==> config.mk <==
export PLATFORM = sky130hd
export DESIGN_NAME = hall_sector_decoder_learner_flat
export DESIGN_NICKNAME = d
export VERILOG_FILES = /design/src/design/hsd_pkg.sv /design/src/design/hsd_if.sv /design/src/design/hall_sector_decoder_learner.sv /design/src/flat_wrapper.sv
export SDC_FILE = /design/constraint.sdc
export NUM_CORES = 1
export LEC_CHECK = 0
export BUFFER_PORTS_ARGS = -buffer_cell sky130_fd_sc_hd__buf_4
export CAP_MARGIN = 25
export CORE_UTILIZATION = 55
export CTS_CLUSTER_DIAMETER = 150
export DETAILED_ROUTE_END_ITERATION = 12
export PLACE_DENSITY = 0.77
export SYNTH_ARGS = -nofsm -noshare
export SYNTH_HDL_FRONTEND = slang
export SYNTH_SLANG_ARGS = --single-unit
==> constraint.sdc <==
create_clock -name clk -period 6.4 [get_ports clk]
set_clock_uncertainty 0.1 [all_clocks]
set_input_delay 1.28 -clock clk [delete_from_list [all_inputs] [get_ports clk]]
set_output_delay 1.28 -clock clk [all_outputs]
set_load 0.1 [all_outputs]
==> src/design/hsd_pkg.sv <==
`timescale 1ns / 1ps

package hsd_pkg;

	// sector and table geometry
	localparam int SECTORS   = 6;
	localparam int NIB_W     = 4;
	localparam int SEC_W     = 3;
	localparam int WORD_W    = 32;
	localparam int CNT_W     = 4;
	localparam int KIND_W    = 3;
	localparam int STATUS_W  = 2;
	localparam int POS_W     = 5;
	localparam int CFG_IDX_W = 2;

	// item kinds
	localparam logic [KIND_W-1:0] KIND_DECODE    = 3'd0;
	localparam logic [KIND_W-1:0] KIND_LOAD      = 3'd1;
	localparam logic [KIND_W-1:0] KIND_CAL_START = 3'd2;
	localparam logic [KIND_W-1:0] KIND_CAL_SAMPLE = 3'd3;
	localparam logic [KIND_W-1:0] KIND_INVERT    = 3'd4;

	// result status codes
	localparam logic [STATUS_W-1:0] ST_OK   = 2'd0;
	localparam logic [STATUS_W-1:0] ST_BUSY = 2'd1;
	localparam logic [STATUS_W-1:0] ST_DONE = 2'd2;
	localparam logic [STATUS_W-1:0] ST_BAD  = 2'd3;

	// configuration register indexes
	localparam logic [CFG_IDX_W-1:0] REG_INITIAL_TABLE    = 2'd0;
	localparam logic [CFG_IDX_W-1:0] REG_STABLE_THRESHOLD = 2'd1;

	// constants of the learner
	localparam logic [WORD_W-1:0] LEARN_BASE        = 32'h7000_0000;
	localparam logic [WORD_W-1:0] INIT_TABLE_RESET  = 32'h7465_2310;
	localparam logic [CNT_W-1:0]  THRESHOLD_RESET   = 4'd5;
	localparam logic [CNT_W-1:0]  COUNT_MAX         = 4'd10;
	localparam logic [SEC_W-1:0]  INDEX_FIRST       = 3'd1;
	localparam logic [SEC_W-1:0]  INDEX_END         = 3'd7;
	localparam logic [SEC_W-1:0]  SEC_NONE          = 3'd0;
	localparam logic [SEC_W-1:0]  SEC_ALL_HIGH      = 3'd7;

	typedef logic [SECTORS:1][NIB_W-1:0] table_t;

	// active table after reset, sectors 1..6
	localparam table_t ACTIVE_RESET = {4'd4, 4'd6, 4'd5, 4'd2, 4'd3, 4'd1};

endpackage

==> src/design/hsd_if.sv <==
`timescale 1ns / 1ps

// sensor sample channel
interface hsd_in_if;
	logic                           valid;
	logic                           ready;
	logic [hsd_pkg::KIND_W-1:0]     kind;
	logic [hsd_pkg::SEC_W-1:0]      hall_state;

	modport source (output valid, output kind, output hall_state, input ready);
	modport sink (input valid, input kind, input hall_state, output ready);
endinterface

// result channel
interface hsd_out_if;
	logic                             valid;
	logic                             ready;
	logic [hsd_pkg::STATUS_W-1:0]     status;
	logic signed [hsd_pkg::POS_W-1:0] position;
	logic [hsd_pkg::WORD_W-1:0]       learned_word;

	modport source (output valid, output status, output position, output learned_word,
		input ready);
	modport sink (input valid, input status, input position, input learned_word,
		output ready);
endinterface

// configuration write channel
interface hsd_cfg_if;
	logic                            valid;
	logic                            ready;
	logic [hsd_pkg::CFG_IDX_W-1:0]   index;
	logic [hsd_pkg::WORD_W-1:0]      data;

	modport source (output valid, output index, output data, input ready);
	modport sink (input valid, input index, input data, output ready);
endinterface

==> src/design/hall_sector_decoder_learner.sv <==
`timescale 1ns / 1ps

// hall sensor sector decoder with a calibration learner
//
// samples: one transaction per item (kind, hall_state). results: one
// transaction per item (status, position, learned_word). cfg: register
// writes (index 0 initial_table, index 1 stable_threshold), always ready;
// writes to other indexes are dropped.
//
// an accepted item updates the table and learner registers and lands in the
// result register at the same edge. throughput is one item per cycle, set
// by the single result register; samples.ready stays high while that
// register is empty or being taken in the same cycle. when the receiver
// stalls, the result holds and samples.ready drops until it is taken.
//
// reset (arst_n low) restores the active table 1,3,2,5,6,4, the learned
// word 0x70000000, the learner counters and the configuration defaults,
// and empties the result register.
module hall_sector_decoder_learner (
	input  logic        clk,
	input  logic        arst_n,
	hsd_in_if.sink      samples,
	hsd_out_if.source   results,
	hsd_cfg_if.sink     cfg
);

	// configuration
	logic [hsd_pkg::WORD_W-1:0] init_table_q;
	logic [hsd_pkg::CNT_W-1:0]  threshold_q;

	// state
	hsd_pkg::table_t            active_q;
	logic [hsd_pkg::WORD_W-1:0] learned_q;
	logic [hsd_pkg::CNT_W-1:0]  count_q;
	logic [hsd_pkg::SEC_W-1:0]  cur_sec_q;
	logic [hsd_pkg::SEC_W-1:0]  last_sec_q;
	logic [hsd_pkg::SEC_W-1:0]  next_idx_q;

	// result register
	logic                             out_valid_q;
	logic [hsd_pkg::STATUS_W-1:0]     out_status_q;
	logic signed [hsd_pkg::POS_W-1:0] out_pos_q;
	logic [hsd_pkg::WORD_W-1:0]       out_word_q;

	logic accept;

	// next state
	hsd_pkg::table_t            active_nx;
	logic [hsd_pkg::WORD_W-1:0] learned_nx;
	logic [hsd_pkg::CNT_W-1:0]  count_nx;
	logic [hsd_pkg::SEC_W-1:0]  cur_sec_nx;
	logic [hsd_pkg::SEC_W-1:0]  last_sec_nx;
	logic [hsd_pkg::SEC_W-1:0]  next_idx_nx;
	logic [hsd_pkg::STATUS_W-1:0] status_nx;
	logic [hsd_pkg::POS_W-1:0]  pos_nx;

	logic                       sec_ok;
	logic [hsd_pkg::CNT_W-1:0]  count_sample;
	logic [hsd_pkg::WORD_W-1:0] invert_word;
	logic [hsd_pkg::SEC_W-1:0]  order_map [1:hsd_pkg::SECTORS];
	logic [hsd_pkg::SEC_W-1:0]  swap_map [1:hsd_pkg::SECTORS];

	assign accept        = samples.valid && samples.ready;
	assign samples.ready = !out_valid_q || results.ready;
	assign cfg.ready     = 1'b1;

	assign results.valid        = out_valid_q;
	assign results.status       = out_status_q;
	assign results.position     = out_pos_q;
	assign results.learned_word = out_word_q;

	assign sec_ok = (samples.hall_state != hsd_pkg::SEC_NONE) &&
		(samples.hall_state != hsd_pkg::SEC_ALL_HIGH);

	// debounce count for a calibration sample
	always_comb begin
		if (cur_sec_q == samples.hall_state) begin
			count_sample = (count_q < hsd_pkg::COUNT_MAX) ? count_q + 4'd1 : count_q;
		end else begin
			count_sample = '0;
		end
	end

	// reversed-direction learned word, later sector wins in the order map
	always_comb begin
		for (int v = 1; v <= hsd_pkg::SECTORS; v++) begin
			order_map[v] = '0;
			for (int k = 1; k <= hsd_pkg::SECTORS; k++) begin
				if (learned_q[4*k +: 4] == 4'(v)) begin
					order_map[v] = 3'(k);
				end
			end
		end
		swap_map[1] = order_map[1];
		swap_map[2] = order_map[6];
		swap_map[3] = order_map[5];
		swap_map[4] = order_map[4];
		swap_map[5] = order_map[3];
		swap_map[6] = order_map[2];
		invert_word = hsd_pkg::LEARN_BASE;
		for (int k = 1; k <= hsd_pkg::SECTORS; k++) begin
			invert_word = invert_word | (32'(k) << {swap_map[k], 2'b00});
		end
	end

	// item decode and state update
	always_comb begin
		active_nx   = active_q;
		learned_nx  = learned_q;
		count_nx    = count_q;
		cur_sec_nx  = cur_sec_q;
		last_sec_nx = last_sec_q;
		next_idx_nx = next_idx_q;
		status_nx   = hsd_pkg::ST_OK;
		pos_nx      = '0;
		unique case (samples.kind)
			hsd_pkg::KIND_DECODE: begin
				if (!sec_ok) begin
					status_nx = hsd_pkg::ST_BAD;
				end else begin
					pos_nx = {1'b0, active_q[samples.hall_state]} - 5'd1;
				end
			end
			hsd_pkg::KIND_LOAD: begin
				learned_nx = init_table_q;
				active_nx  = init_table_q[4*hsd_pkg::SECTORS+3:4];
			end
			hsd_pkg::KIND_CAL_START: begin
				if (!sec_ok) begin
					status_nx = hsd_pkg::ST_BAD;
				end else begin
					last_sec_nx = hsd_pkg::SEC_NONE;
					next_idx_nx = hsd_pkg::INDEX_FIRST;
					learned_nx  = hsd_pkg::LEARN_BASE;
					count_nx    = '0;
					cur_sec_nx  = samples.hall_state;
				end
			end
			hsd_pkg::KIND_CAL_SAMPLE: begin
				if (!sec_ok) begin
					status_nx = hsd_pkg::ST_BAD;
				end else begin
					count_nx   = count_sample;
					cur_sec_nx = samples.hall_state;
					status_nx  = hsd_pkg::ST_BUSY;
					if (!(count_sample < threshold_q) && samples.hall_state != last_sec_q) begin
						if (next_idx_q < hsd_pkg::INDEX_END) begin
							learned_nx  = learned_q |
								({29'd0, next_idx_q} << {samples.hall_state, 2'b00});
							next_idx_nx = next_idx_q + 3'd1;
							last_sec_nx = samples.hall_state;
						end else begin
							status_nx = hsd_pkg::ST_DONE;
						end
					end
				end
			end
			hsd_pkg::KIND_INVERT: begin
				active_nx  = learned_q[4*hsd_pkg::SECTORS+3:4];
				learned_nx = invert_word;
			end
			default: begin
			end
		endcase
	end

	// configuration registers
	always_ff @(posedge clk or negedge arst_n) begin
		if (!arst_n) begin
			init_table_q <= hsd_pkg::INIT_TABLE_RESET;
			threshold_q  <= hsd_pkg::THRESHOLD_RESET;
		end else if (cfg.valid && cfg.ready) begin
			unique case (cfg.index)
				hsd_pkg::REG_INITIAL_TABLE:    init_table_q <= cfg.data;
				hsd_pkg::REG_STABLE_THRESHOLD: threshold_q  <= cfg.data[hsd_pkg::CNT_W-1:0];
				default: begin
				end
			endcase
		end
	end

	// table and learner state
	always_ff @(posedge clk or negedge arst_n) begin
		if (!arst_n) begin
			active_q   <= hsd_pkg::ACTIVE_RESET;
			learned_q  <= hsd_pkg::LEARN_BASE;
			count_q    <= '0;
			cur_sec_q  <= hsd_pkg::SEC_NONE;
			last_sec_q <= hsd_pkg::SEC_NONE;
			next_idx_q <= hsd_pkg::INDEX_FIRST;
		end else if (accept) begin
			active_q   <= active_nx;
			learned_q  <= learned_nx;
			count_q    <= count_nx;
			cur_sec_q  <= cur_sec_nx;
			last_sec_q <= last_sec_nx;
			next_idx_q <= next_idx_nx;
		end
	end

	// result valid
	always_ff @(posedge clk or negedge arst_n) begin
		if (!arst_n) begin
			out_valid_q <= 1'b0;
		end else if (accept) begin
			out_valid_q <= 1'b1;
		end else if (results.ready) begin
			out_valid_q <= 1'b0;
		end
	end

	// result payload
	always_ff @(posedge clk) begin
		if (accept) begin
			out_status_q <= status_nx;
			out_pos_q    <= pos_nx;
			out_word_q   <= learned_nx;
		end
	end

`ifndef ASSERT_OFF
	// an invalid sensor code on decode is reported as such
	a_bad_decode: assert property (@(posedge clk) disable iff (!arst_n)
		accept && samples.kind == hsd_pkg::KIND_DECODE &&
		(samples.hall_state == hsd_pkg::SEC_NONE || samples.hall_state == hsd_pkg::SEC_ALL_HIGH)
		|=> results.valid && results.status == hsd_pkg::ST_BAD)
		else $error("invalid hall state not flagged on decode");

	// a nonzero position only comes with an ok status
	a_pos_ok: assert property (@(posedge clk) disable iff (!arst_n)
		results.valid && results.position != 5'sd0 |-> results.status == hsd_pkg::ST_OK)
		else $error("position driven on a non-ok result");

	// calibration start with a valid sector rewinds the learner
	a_cal_start: assert property (@(posedge clk) disable iff (!arst_n)
		accept && samples.kind == hsd_pkg::KIND_CAL_START && sec_ok
		|=> next_idx_q == hsd_pkg::INDEX_FIRST && count_q == '0 &&
			learned_q == hsd_pkg::LEARN_BASE)
		else $error("calibration start did not reset the learner");

	// debounce count saturates
	a_count_max: assert property (@(posedge clk) disable iff (!arst_n)
		count_q <= hsd_pkg::COUNT_MAX)
		else $error("stable count above saturation");
`endif

endmodule

==> src/flat_wrapper.sv <==
// flat-port wrapper written by rule: the top's interface ports become plain ports
module hall_sector_decoder_learner_flat 
  (clk, arst_n, samples_valid, samples_kind, samples_hall_state, samples_ready, results_valid, results_status, results_position, results_learned_word, results_ready, cfg_valid, cfg_index, cfg_data, cfg_ready);
  hsd_in_if samples_i ();
  hsd_out_if results_i ();
  hsd_cfg_if cfg_i ();
  input  logic clk;
  input  logic arst_n;
  input wire logic [$bits(samples_i.valid)-1:0] samples_valid;
  input wire logic [$bits(samples_i.kind)-1:0] samples_kind;
  input wire logic [$bits(samples_i.hall_state)-1:0] samples_hall_state;
  output wire logic [$bits(samples_i.ready)-1:0] samples_ready;
  output wire logic [$bits(results_i.valid)-1:0] results_valid;
  output wire logic [$bits(results_i.status)-1:0] results_status;
  output wire logic [$bits(results_i.position)-1:0] results_position;
  output wire logic [$bits(results_i.learned_word)-1:0] results_learned_word;
  input wire logic [$bits(results_i.ready)-1:0] results_ready;
  input wire logic [$bits(cfg_i.valid)-1:0] cfg_valid;
  input wire logic [$bits(cfg_i.index)-1:0] cfg_index;
  input wire logic [$bits(cfg_i.data)-1:0] cfg_data;
  output wire logic [$bits(cfg_i.ready)-1:0] cfg_ready;
  assign samples_i.valid = samples_valid;
  assign samples_i.kind = samples_kind;
  assign samples_i.hall_state = samples_hall_state;
  assign samples_ready = samples_i.ready;
  assign results_valid = results_i.valid;
  assign results_status = results_i.status;
  assign results_position = results_i.position;
  assign results_learned_word = results_i.learned_word;
  assign results_i.ready = results_ready;
  assign cfg_i.valid = cfg_valid;
  assign cfg_i.index = cfg_index;
  assign cfg_i.data = cfg_data;
  assign cfg_ready = cfg_i.ready;
  hall_sector_decoder_learner u_core (.clk(clk), .arst_n(arst_n), .samples(samples_i), .results(results_i), .cfg(cfg_i));
endmodule
* Word level (Yosys, flattened, before mapping)
Index checks and enable logic that the tools add are counted.
** Operators by class
- $add $sub $neg :: 3
- Magnitude comparators :: 4
- Equality and inequality tests :: 48
- Shifts and indexed selects :: 7
- Mux-type cells :: 66
- Bitwise operators :: 6
- Reduce and logical (&&, ||, !) cells :: 21
** Operators with widths (number)
- 32-bit OR :: 6
- 32-bit 2-to-1 mux :: 4
- 32-bit case mux with 4 select lines :: 1
- 3-bit by 5-bit left shift with 32-bit output, first input constant :: 3
- 3-bit 2-to-1 mux :: 28
- 4-bit by 3-bit equality test with 1-bit output, second input constant :: 18
- 2-bit by 5-bit left shift with 32-bit output, first input constant :: 2
- 4-bit by 2-bit equality test with 1-bit output, second input constant :: 12
- 24-bit case mux with 2 select lines :: 1
- 1-bit by 5-bit left shift with 32-bit output, first input constant :: 1
- 3-bit by 5-bit left shift with 32-bit output :: 1
- 2-bit 2-to-1 mux :: 14
- 4-bit by 1-bit equality test with 1-bit output, second input constant :: 6
- 4-bit 2-to-1 mux :: 5
- 4-bit binary-select mux with 3-bit select :: 1
- 3-bit case mux with 2 select lines :: 2
- 1-bit 2-to-1 mux :: 8
- 2-bit by 1-bit != test with 1-bit output, second input constant :: 4
- 4-bit case mux with 2 select lines :: 1
- 2-bit AND reduction :: 4
- 3-bit by 2-bit equality test with 1-bit output, second input constant :: 2
- 6-bit AND reduction :: 1
- 2-bit nonzero test :: 3
- 4-bit by 1-bit subtractor with 5-bit output, second input constant :: 1
- 22 further kinds :: 26
** Word-level totals
- Register bits after elaboration :: 145
- Output and inout port bits :: 42
- Word-level logic and storage cells :: 172

* Depth between registers and ports, before layout
Gate-level depths: netlist of the first run.
- Depth after elaboration :: 14
- Depth in mapped cells :: 14
- Mapped depth without buffers :: 12

* Least setup slack after synthesis of the first run
Ideal clock, no wire load.
- Path kind :: in2reg
- Start point :: input port results_ready
- End point :: register u_core.out_word_q (netlist bit u_core.results.learned_word[0]) (enable)
- Library setup time :: 0.418 ns
- Arrival time :: 4.301 ns
- Required time :: 5.882 ns
- Slack :: 1.581 ns
- Stages :: 5
- Buffers on the path :: 2
- Cells stage by stage :: nand2b_1 nand2_1 inv_2 clkbuf_1 buf_1
** On the way
- Cells in the longest elaborated chain, start to end :: 2
** Ends and longest elaborated chain
- from (decl) :: RTL line flat_wrapper.sv:17 : input wire logic [$bits(results_i.ready)-1:0] results_ready;
- 1-bit logical OR :: RTL line hall_sector_decoder_learner.sv:64 : assign samples.ready = !out_valid_q || results.ready;
- 1-bit logical AND :: RTL line hall_sector_decoder_learner.sv:63 : assign accept = samples.valid && samples.ready;
- via u_core.accept :: RTL line hall_sector_decoder_learner.sv:45 : logic accept;
- to (signal assigned) :: RTL line hall_sector_decoder_learner.sv:217 : out_word_q <= learned_nx;
- to (decl) :: RTL line hall_sector_decoder_learner.sv:43 : logic [hsd_pkg::WORD_W-1:0] out_word_q;
The timed path passes the listed nets, and every way through them passes these cells.
A chain may end at the register's enable or synchronous reset.

* Final worst setup path of the first run
- Start point :: input port samples_hall_state[1]
- End point :: register u_core.out_word_q (netlist bit u_core.results.learned_word[14]), data pin
** On the way
- Cells in the longest elaborated chain, start to end :: 8
- Elaborated cells between the ends (all ways) :: 16
- Classes of those cells :: order compare: 1; eq/ne: 3; shift: 1; mux: 6; bitwise: 1; reduce/logical: 4
** Ends and longest elaborated chain
- from (decl) :: RTL line flat_wrapper.sv:11 : input wire logic [$bits(samples_i.hall_state)-1:0] samples_hall_state;
- 3-bit equality test :: RTL line hall_sector_decoder_learner.sv:77 : if (cur_sec_q == samples.hall_state) begin
- 4-bit 2-to-1 mux :: RTL line hall_sector_decoder_learner.sv:77
- 4-bit < comparator :: RTL line hall_sector_decoder_learner.sv:146 : if (!(count_sample < threshold_q) && samples.hall_state != last_sec_q) begin
- 1-bit zero test :: RTL line hall_sector_decoder_learner.sv:146
- 1-bit logical AND :: RTL line hall_sector_decoder_learner.sv:146
- 32-bit 2-to-1 mux :: RTL line hall_sector_decoder_learner.sv:146
- 32-bit 2-to-1 mux :: RTL line hall_sector_decoder_learner.sv:140 : if (!sec_ok) begin
- 32-bit case mux with 4 select lines (*) :: RTL line hall_sector_decoder_learner.sv:116 : unique case (samples.kind)
- via u_core.learned_nx (one bit) :: RTL line hall_sector_decoder_learner.sv:49 : logic [hsd_pkg::WORD_W-1:0] learned_nx;
Mark *: on every way through the listed nets, which the timed path passes. The rest lies on a longest branch.

==> results.py, run 1 <==
metrics = {
    "status": {
        "status": "completed",
    },
    "floorplan": {
        "die_area_um2": 15200,
        "core_um2": 14100,
        "start_util": 0.573,
        "num_rows": 43,
        "die_w_um": 123,
        "die_height_um": 123,
        "ioPinCount": 87,
    },
    "cts": {
        "cts_max_level": 4,
        "cts-root-buf": "clkbuf_16",
        "clk_pin_slew_worst_paths_ns": 0.07,
        "cts_tree": "yes",
        "clock_latency_ns": 0.43,
        "ctsHoldBuffers": 0,
        "cts_setup_buffers": 0,
        "cts_buffers": 17,
        "cts_buffer_depth": 2,
        "clock_sinks": 145,
        "post_cts_resized": 0,
    },
    "global_routing": {
        "overflow": 0,
        "grt_pass1_vias": 6495,
        "grt_max_degree": 61,
        "grt_use_total": 0.345,
        "grt_pass1_wl_mm": 38.0,
        "grt_antenna_before_repair": 0,
    },
    "timing": {
        "slew_headroom": 0.263,
        "hold_violations": 0,
        "fmax_mhz": 249,
        "finalMaxSlewViolations": 0,
        "finalSetupViolCount": 0,
        "hold_ws_ns": 0.381,
        "period_needed_ns": 4.02,
        "timing.setup.tns_ns": 0,
        "rsz0062_at_grt": "false",
        "worst_pin_slew_ns": 1.10,
        "fin_crit_sh": 0.627,
    },
    "yosys": {
        "synth_edf_count": 39,
        "synth_fp_nets": 858,
        "async_flop_share": 0.731,
        "netlist-cell-type-count": 80,
        "syn_area_per_cell_um2": 10.0,
        "syn_inst": 807,
        "synth_seq_cells": 145,
        "netlist_area_um2": 8080,
        "ys_dominant_reg_cell": "dfrtp_1",
        "ys_warn_count": 0,
        "ys_seq_area_frac": 0.477,
    },
    "routing": {
        "routed_wl_mm": 24.9,
        "firstDrtPassIters": 5,
        "post-route-drc-count": 0,
        "via_count": 6921,
        "drtIter0Drc": 813,
        "ant_nets": 0,
        "wl_per_cell_um": 23.7,
        "routed_via_density": 6.59,
    },
    "worst_hold_path": {
        "hold_class": "reg -> reg",
        "holdPathStages": 2,
    },
    "layout": {
        "antenna_cells": 0,
        "num-nets-final": 909,
        "n_fill_cell": 1127,
        "areaGrowthSynthToFinish_pct": 15.6,
        "layout-drive-gt1-share": 0.239,
    },
    "setup_path": {
        "setup.worst_path.start_class": "primary input",
        "criticalPathCategory": "in -> reg",
        "slowest_stage": "nor3_2",
        "crit_fanout": 28,
        "worstPathCellList": "buf_4 -> xnor2_1 -> and3_1 -> nand2_1 -> inv_1 -> ha_1 -> or3_1 -> a21oi_1 -> or2_0 -> nor3_2 -> a211oi_1 -> nor2_1",
        "critPathArrivalTime_ns": 4.20,
        "end_kind": "register",
        "cpPeakStageDelay_ns": 0.87,
        "critPathRequiredTime_ns": 6.58,
        "r2r_cells": 6,
    },
    "pwr": {
        "total_power_mw": 3.32,
        "ir_drop_uv": 234,
        "leakage_nw": 3.97,
        "power_density_nw_per_um2": 355,
    },
    "place": {
        "place_congestion": 0.989,
        "portBuffers": 85,
        "dp_hpwl_mm": 17.8,
    },
    "run": {
        "max-cap-violations": 0,
    },
}
-- critical path, delay by kind of cell --
kind            cells  cell delay, ns
simple gates        6            1.85
fa+ha+maj           1            0.22
xor+xnor            1            0.18
compound gates      2            0.31
buf+inv             2            0.36
-- kinds of logic (layout without fill, tap and decap cells) --
| family | Yosys count | after routing | share of synthesized area |
|---|---|---|---|
| xor+xnor | 11 | 11 | 0.0119 |
| other cells | 1 | 1 | 0.000464 |
| simple gates | 301 | 301 | 0.208 |
| compound gates | 196 | 196 | 0.165 |
| mux | 66 | 66 | 0.0887 |
| fa+ha+maj | 6 | 6 | 0.00929 |
| buf+inv | 81 | 145 | 0.0395 |
| flops | 145 | 145 | 0.477 |
-- metrics by stage --
stage          area (um2)  setup WS, ns  utilization  cells
2_1_floorplan        8080          1.58            -    807
3_3_place_gp         8770          2.15        0.622   1019
3_5_place_dp         8770          2.00        0.622   1019
4_1_cts              9340          2.42        0.663   1051
5_1_grt              9340          2.18        0.663   1051
6_report             9340          2.38        0.663   1051
-- final cells by class --
| class | instances | area, um2 | area share |
|---|---|---|---|
| Clock buffer | 17 | 425 | 0.0455 |
| Timing Repair Buffer | 93 | 698 | 0.0747 |
| Multi-Input combinational cell | 581 | 3910 | 0.419 |
| Tap cell | 180 | 225 | 0.0241 |
| Inverter | 20 | 75.1 | 0.00804 |
| Sequential cell | 145 | 3860 | 0.413 |
| Clock inverter | 15 | 145 | 0.0155 |
-- cells in the final DEF, fill, tap and decap left out, types with 6 or more instances in the layout --
cell	count
nand2_1	111
buf_4	93
dfrtp_1	79
nor2_1	41
mux2_2	41
a21oi_1	39
o21ai_0	39
edfxtp_1	39
dfstp_2	27
mux2i_1	24
nand3_1	22
clkbuf_16	17
inv_1	16
nor4b_1	15
nor3_1	15
nor4bb_1	14
a22o_1	12
o21ai_1	10
a31oi_1	9
nand4_1	9
o211ai_1	9
nor4_1	8
a211oi_1	8
a22oi_1	8
nand3b_1	7
xor2_1	7
nand2b_1	7
inv_6	7
and3_1	6
o2bb2ai_1	6
ha_1	6
-- worst paths after layout --
kind / from / to / slack, ns
min in group asynchronous: arst_n / u_core.count_q[3] / 0.79
max in group asynchronous: arst_n / u_core.learned_q[19] / 4.19
worst min register to register: u_core.learned_q[31] / u_core.learned_q[31] / 0.38
worst max-delay path: samples_hall_state[1] / u_core.results.learned_word[14] / 2.38
worst min-delay path: u_core.learned_q[31] / u_core.learned_q[31] / 0.38
worst max register to register: u_core.learned_q[21] / u_core.results.learned_word[13] / 3.08
-- registers in the layout, summed over array words and instances, names as in the netlist --
register / flops
u_core.active_q: 24
u_core.count_q: 4
u_core.cur_sec_q: 3
u_core.init_table_q: 32
u_core.last_sec_q: 3
u_core.learned_q: 32
u_core.next_idx_q: 3
u_core.results.learned_word: 32
u_core.results.position: 5
u_core.results.status: 2
u_core.results.valid: 1
u_core.threshold_q: 4
-- report_power, final --
| group | internal, mW | switching (mW) | total [mW] |
|---|---|---|---|
| Sequential | 1.17 | 0.232 | 1.40 |
| Clock | 0.547 | 0.430 | 0.977 |
| Combinational | 0.339 | 0.601 | 0.940 |
-- routing by layer --
layer	global-route usage	up-vias	routed length [um]
met4	0.160	0	978
li1	-	3128	-
met3	0.0530	57	1900
met1	0.476	3394	10500
met5	0	-	0
met2	0.537	342	11500
-- synth_stat cells (all sizes together) (9+ instances only) --
cell / instances / area [um2]
a21oi: 39 / 195
clkbuf: 47 / 176
o21ai: 49 / 245
nor4bb: 14 / 140
nand2: 111 / 417
mux2: 42 / 477
a22o: 12 / 105
nor4b: 16 / 146
inv: 19 / 71.3
dfrtp: 79 / 1980
nand4: 9 / 56.3
dfstp: 27 / 709
nor3: 17 / 95.1
mux2i: 24 / 240
o211ai: 9 / 67.6
buf: 14 / 67.6
nand3: 22 / 110
edfxtp: 39 / 1170
a31oi: 9 / 56.3
nor2: 42 / 158
No activity file was read; power rests on OpenSTA's default activity.
==> run 2, diff against run 1 <==
Settings changed: ABC_AREA set to 1, PLACE_DENSITY 0.77 to 0.78.
Clock period 6.4 ns to 4.1 ns, I/O delays scaled along.
==> results.py, run 2 <==
metrics = {
    "status": {
        "status": "completed",
    },
    "setup_path": {
        "slowest_stage": "inv_1",
        "cpMostUsedCell": "nand2_1",
        "worstPathCellList": "buf_4 -> inv_1 -> nand2_1 -> nand2_1 -> nand2_1 -> nor2_1 -> inv_1 -> a21oi_1 -> ha_1 -> nand2_1 -> inv_1 -> nand2_1 -> nand2_2 -> nand2_1 -> inv_1 -> nand3_1 -> nand2_1 -> inv_1 -> nand2_1 -> nand2_1",
        "setup.worst_path.start_class": "primary input",
        "cp_top_family": "simple AND/OR/NAND/NOR gates",
        "criticalPathCategory": "in -> reg",
        "critPathBufInv": 6,
        "crit_fanout": 14,
        "critPathRequiredTime_ns": 4.32,
        "critPathArrivalTime_ns": 3.38,
        "cpPeakStageDelay_ns": 0.42,
        "end_kind": "register",
    },
    "global_routing": {
        "grt_pass1_vias": 6912,
        "grt_use_total": 0.332,
        "grt_pass1_wl_mm": 36.2,
        "overflow": 0,
        "grt_max_degree": 72,
        "grt_antenna_before_repair": 0,
    },
    "layout": {
        "final_core_util": 0.670,
        "final_cell_mix": "nand2_1, nand3_1, inv_1, buf_4, dfrtp_1",
        "final_common_cell": "nand2_1",
        "areaGrowthSynthToFinish_pct": 18.5,
        "fin_cells": 1245,
        "num-nets-final": 1103,
        "n_fill_cell": 1165,
        "layout-drive-gt1-share": 0.188,
        "antenna_cells": 0,
        "ff_latch_area_um2": 3860,
        "multi_input_area_um2": 3420,
        "fin_area_um2": 9300,
    },
    "cts": {
        "cts_buffers": 17,
        "cts_max_level": 4,
        "clock_latency_ns": 0.44,
        "cts-root-buf": "clkbuf_16",
        "cts_buffer_depth": 2,
        "ctsHoldBuffers": 0,
        "cts_tree": "yes",
        "post_cts_resized": 0,
        "clock_sinks": 145,
        "clk_pin_slew_worst_paths_ns": 0.06,
        "cts_setup_buffers": 0,
    },
    "timing": {
        "period_needed_ns": 3.16,
        "finalMaxSlewViolations": 0,
        "hold_violations": 0,
        "timing.setup.tns_ns": 0,
        "fmax_mhz": 317,
        "finalSetupViolCount": 0,
        "worst_pin_slew_ns": 0.922,
        "slew_headroom": 0.386,
        "rsz0062_at_grt": "false",
        "fin_crit_sh": 0.771,
    },
    "yosys": {
        "ys_top_cells_by_area": "dfrtp_1, edfxtp_1, nand2_1",
        "syn_inst": 971,
        "yosys.area.top_type_share": 0.252,
        "netlist_area_um2": 7850,
        "yosysMostFrequentCell": "nand2_1",
        "async_flop_share": 0.731,
        "ys_warn_count": 0,
        "netlist-cell-type-count": 46,
        "ys_dominant_reg_cell": "dfrtp_1",
        "synth_fp_nets": 1022,
        "ys_seq_area_frac": 0.491,
        "synth_edf_count": 39,
        "yosysTopAreaCell": "dfrtp_1",
        "syn_area_per_cell_um2": 8.08,
        "synthTopCellsByCount": "nand2_1, nand3_1, inv_1, dfrtp_1, o21ai_0",
        "synth_seq_cells": 145,
    },
    "routing": {
        "routed_wl_mm": 23.3,
        "ant_nets": 0,
        "routed_via_density": 5.92,
        "via_count": 7370,
        "drtIter0Drc": 951,
        "firstDrtPassIters": 5,
        "post-route-drc-count": 0,
        "wl_per_cell_um": 18.7,
    },
    "pwr": {
        "p_sw_frac": 0.388,
        "power_density_nw_per_um2": 571,
        "switchingPower_mw": 2.06,
        "intPower_mw": 3.25,
        "power_frac_comb": 0.304,
        "total_power_mw": 5.31,
        "ir_drop_uv": 337,
        "leakage_nw": 4.34,
        "p_seq_frac": 0.385,
        "clkPwrFrac": 0.311,
    },
    "floorplan": {
        "ioPinCount": 87,
        "die_area_um2": 14800,
        "num_rows": 43,
        "core_um2": 13900,
        "die_height_um": 121,
        "start_util": 0.565,
        "die_w_um": 121,
    },
    "place": {
        "portBuffers": 85,
        "placed_area_um2": 8680,
        "dp_hpwl_mm": 16.8,
        "placed_cells": 1213,
        "place_congestion": 0.945,
    },
    "worst_hold_path": {
        "hold_class": "reg -> reg",
    },
    "run": {
        "max-cap-violations": 0,
    },
}
run 2: routing by layer:
metal,routed length (um),share of wire,global-route usage
met1,9930,0.43,0.449
met2,10600,0.45,0.515
met3,1800,0.077,0.0611
met4,1000,0.043,0.161
met5,0,0,0
run 2: worst reg2reg max path, cell delays in order, from the launching register on:
cell and delay (ns):
dfrtp_1 0.39, inv_1 0.09, nand2_1 0.06, nand2_1 0.06, nand2_1 0.04, nor2_1 0.15, inv_1 0.09, a21oi_1 0.18
ha_1 0.18, nand2_1 0.06, inv_1 0.04, nand2_1 0.06, nand2_2 0.13, nand2_1 0.11, inv_1 0.42, nand3_1 0.23
nand2_1 0.18, inv_1 0.09, nand2_1 0.07, nand2_1 0.05
run 2: layout make-up:
class	instances	share of cell area
clock buffer	18	0.0461
clock inverter	14	0.0204
inverter	112	0.0452
multi-input combinational	680	0.368
sequential	145	0.415
tap	180	0.0242
timing repair buffer	96	0.0815
run 2: final timing paths:
check,startpoint,endpoint,slack [ns],depth (start not counted)
min,u_core.learned_q[1],u_core.learned_q[1],0.38,2
max in group asynchronous,arst_n,u_core.init_table_q[16],2.68,2
min in group asynchronous,arst_n,u_core.learned_q[31],0.42,1
min reg2reg,u_core.learned_q[1],u_core.learned_q[1],0.38,2
max reg2reg,u_core.cur_sec_q[2],u_core.last_sec_q[0],1.21,19
max,samples_hall_state[2],u_core.last_sec_q[0],0.94,20
run 2: stage by stage:
| stage | hold WS [ns] | worst slack (ns) |
|---|---|---|
| after global routing | 0.420 | 0.725 |
| after CTS | 0.385 | 1.01 |
| final | 0.382 | 0.941 |
| after global placement | 0.363 | 0.688 |
| after floorplan | 0.349 | 0.899 |
| after detailed placement | 0.368 | 0.617 |
run 2: power groups by stage:
stage | registers, mW | clock network, mW | logic, mW
detailed placement | 2.06 | 0 | 1.57
global route | 2.07 | 1.71 | 1.74
CTS | 2.04 | 1.65 | 1.59
finish | 2.05 | 1.65 | 1.61
global placement | 2.05 | 0 | 1.56
floorplan | 2.31 | 0 | 0.835
run 2: kinds of logic after synthesis:
family,Yosys count,synth area share
AOI/OAI and AO/OA,153,0.116
xor gates and xnor gates,5,0.00558
adders and majority gates,6,0.00956
buffers and inverters,146,0.0732
DFF,145,0.491
muxes,26,0.0373
other,1,0.000478
and+or+nand+nor,489,0.266
==> run 3, diff against run 2 <==
Clock period 4.1 ns to 3 ns, I/O delays scaled along.
==> results.py, run 3 (synthesized netlist as in run 2, its figures left out) <==
metrics = {
    "layout": {
        "multi_input_area_um2": 3420,
        "num-nets-final": 1122,
        "final_core_util": 0.679,
        "ff_latch_area_um2": 3860,
        "fin_area_um2": 9420,
        "n_fill_cell": 1154,
        "areaGrowthSynthToFinish_pct": 20.1,
        "antenna_cells": 0,
        "final_cell_mix": "nand2_1, buf_4, nand3_1, inv_1, dfrtp_1",
        "layout-drive-gt1-share": 0.204,
        "final_common_cell": "nand2_1",
    },
    "cts": {
        "post_cts_resized": 0,
        "cts_buffer_depth": 2,
        "clock_sinks": 145,
        "clk_pin_slew_worst_paths_ns": 0.07,
        "cts-root-buf": "clkbuf_16",
        "ctsHoldBuffers": 0,
        "clock_latency_ns": 0.44,
        "cts_buffers": 17,
        "cts_max_level": 4,
        "cts_setup_buffers": 0,
        "cts_tree": "yes",
    },
    "global_routing": {
        "grt_antenna_before_repair": 0,
        "grt_pass1_wl_mm": 37.0,
        "grt_max_degree": 52,
        "grt_use_total": 0.339,
        "overflow": 0,
        "grt_pass1_vias": 6959,
    },
    "timing": {
        "fmax_mhz": 399,
        "finalSetupViolCount": 0,
        "timing.setup.tns_ns": 0,
        "worst_pin_slew_ns": 0.809,
        "hold_ws_ns": 0.0979,
        "period_needed_ns": 2.50,
        "fin_crit_sh": 0.834,
        "hold_violations": 0,
        "rsz0062_at_grt": "false",
        "slew_headroom": 0.458,
        "finalMaxSlewViolations": 0,
    },
    "worst_hold_path": {
        "hold_class": "in -> async",
    },
    "floorplan": {
        "die_area_um2": 14800,
        "die_height_um": 121,
        "die_w_um": 121,
        "core_um2": 13900,
        "start_util": 0.565,
        "num_rows": 43,
        "ioPinCount": 87,
    },
    "setup_path": {
        "r2r-end": "u_core.results.learned_word[18]",
        "critPathRequiredTime_ns": 3.06,
        "critPathArrivalTime_ns": 2.56,
        "slowest_stage": "dfrtp_1",
        "worstPathCellList": "inv_1 -> nand2_1 -> nand2_1 -> nand2_1 -> nor2_1 -> inv_1 -> a21oi_1 -> ha_1 -> a21oi_1 -> nand2_2 -> nand2_1 -> inv_1 -> buf_4 -> nand3_1 -> nand3_1",
        "cpPeakStageDelay_ns": 0.39,
        "cpMostUsedCell": "nand2_1",
        "startpoint": "u_core.cur_sec_q[1]",
        "setup.worst_path.start_class": "register",
        "r2r_slack_ns": 0.50,
        "cp_top_family": "simple AND/OR/NAND/NOR gates",
        "critPathBufInv": 4,
        "rr_startpoint": "u_core.cur_sec_q[1]",
        "criticalPathCategory": "reg -> reg",
        "crit_fanout": 4,
        "end_kind": "register",
        "r2r_cells": 15,
    },
    "routing": {
        "wl_per_cell_um": 18.7,
        "firstDrtPassIters": 5,
        "routed_via_density": 5.93,
        "drtIter0Drc": 882,
        "post-route-drc-count": 0,
        "ant_nets": 0,
        "routed_wl_mm": 23.7,
        "via_count": 7494,
    },
    "pwr": {
        "leakage_nw": 4.42,
        "total_power_mw": 7.25,
        "power_density_nw_per_um2": 769,
        "ir_drop_uv": 563,
    },
    "place": {
        "placed_area_um2": 8810,
        "portBuffers": 85,
        "dp_hpwl_mm": 17.2,
        "place_congestion": 0.966,
    },
    "run": {
        "max-cap-violations": 0,
    },
    "status": {
        "status": "completed",
    },
}
[run 3: area by class of cell]
cell class / count / share of cell area
clock inverters: 14 / 0.0181
clock buffers: 18 / 0.0466
flip-flops and latches: 145 / 0.409
multi-input cells: 680 / 0.363
repair buffers: 115 / 0.0943
inverters: 112 / 0.0446
well taps: 180 / 0.0239
[run 3: how the worst max path moves through the flow]
stage	depth (start not counted)	slack, ns	endpoint
final	15	0.50	u_core.results.learned_word[18]
after global routing	15	0.30	u_core.results.learned_word[12]
after CTS	15	0.55	u_core.results.learned_word[18]
after detailed placement	16	0.17	u_core.results.learned_word[18]
after global placement	16	0.26	u_core.results.learned_word[12]
after floorplan	4	0.16	u_core.results.learned_word[0]
[run 3: power breakdown]
part,leakage (nW),switching [mW],internal (mW)
logic,2.46,1.60,0.651
registers,1.67,0.287,2.50
clock network,0.294,0.929,1.28
total,4.42,2.82,4.43
[run 3: per-stage QoR]
| stage | instances | setup WS [ns] |
|---|---|---|
| floorplan | 971 | 0.155 |
| global placement | 1232 | 0.261 |
| detailed placement | 1232 | 0.167 |
| CTS | 1264 | 0.549 |
| global route | 1264 | 0.303 |
| finish | 1264 | 0.497 |
[run 3: metal layers]
metal | vias up | part of all wire | track usage
met5 | - | 0 | 0
met4 | 0 | 0.043 | 0.154
met3 | 80 | 0.091 | 0.0663
met2 | 414 | 0.46 | 0.521
met1 | 3548 | 0.41 | 0.464
li1 | 3452 | - | -
[run 3: worst reg2reg max path, cell delays in order (launching register included)]
cell and delay, ns:
dfrtp_1 0.39, inv_1 0.07, nand2_1 0.06, nand2_1 0.07, nand2_1 0.05, nor2_1 0.12
inv_1 0.09, a21oi_1 0.16, ha_1 0.27, a21oi_1 0.18, nand2_2 0.09, nand2_1 0.10
inv_1 0.11, buf_4 0.17, nand3_1 0.07, nand3_1 0.12
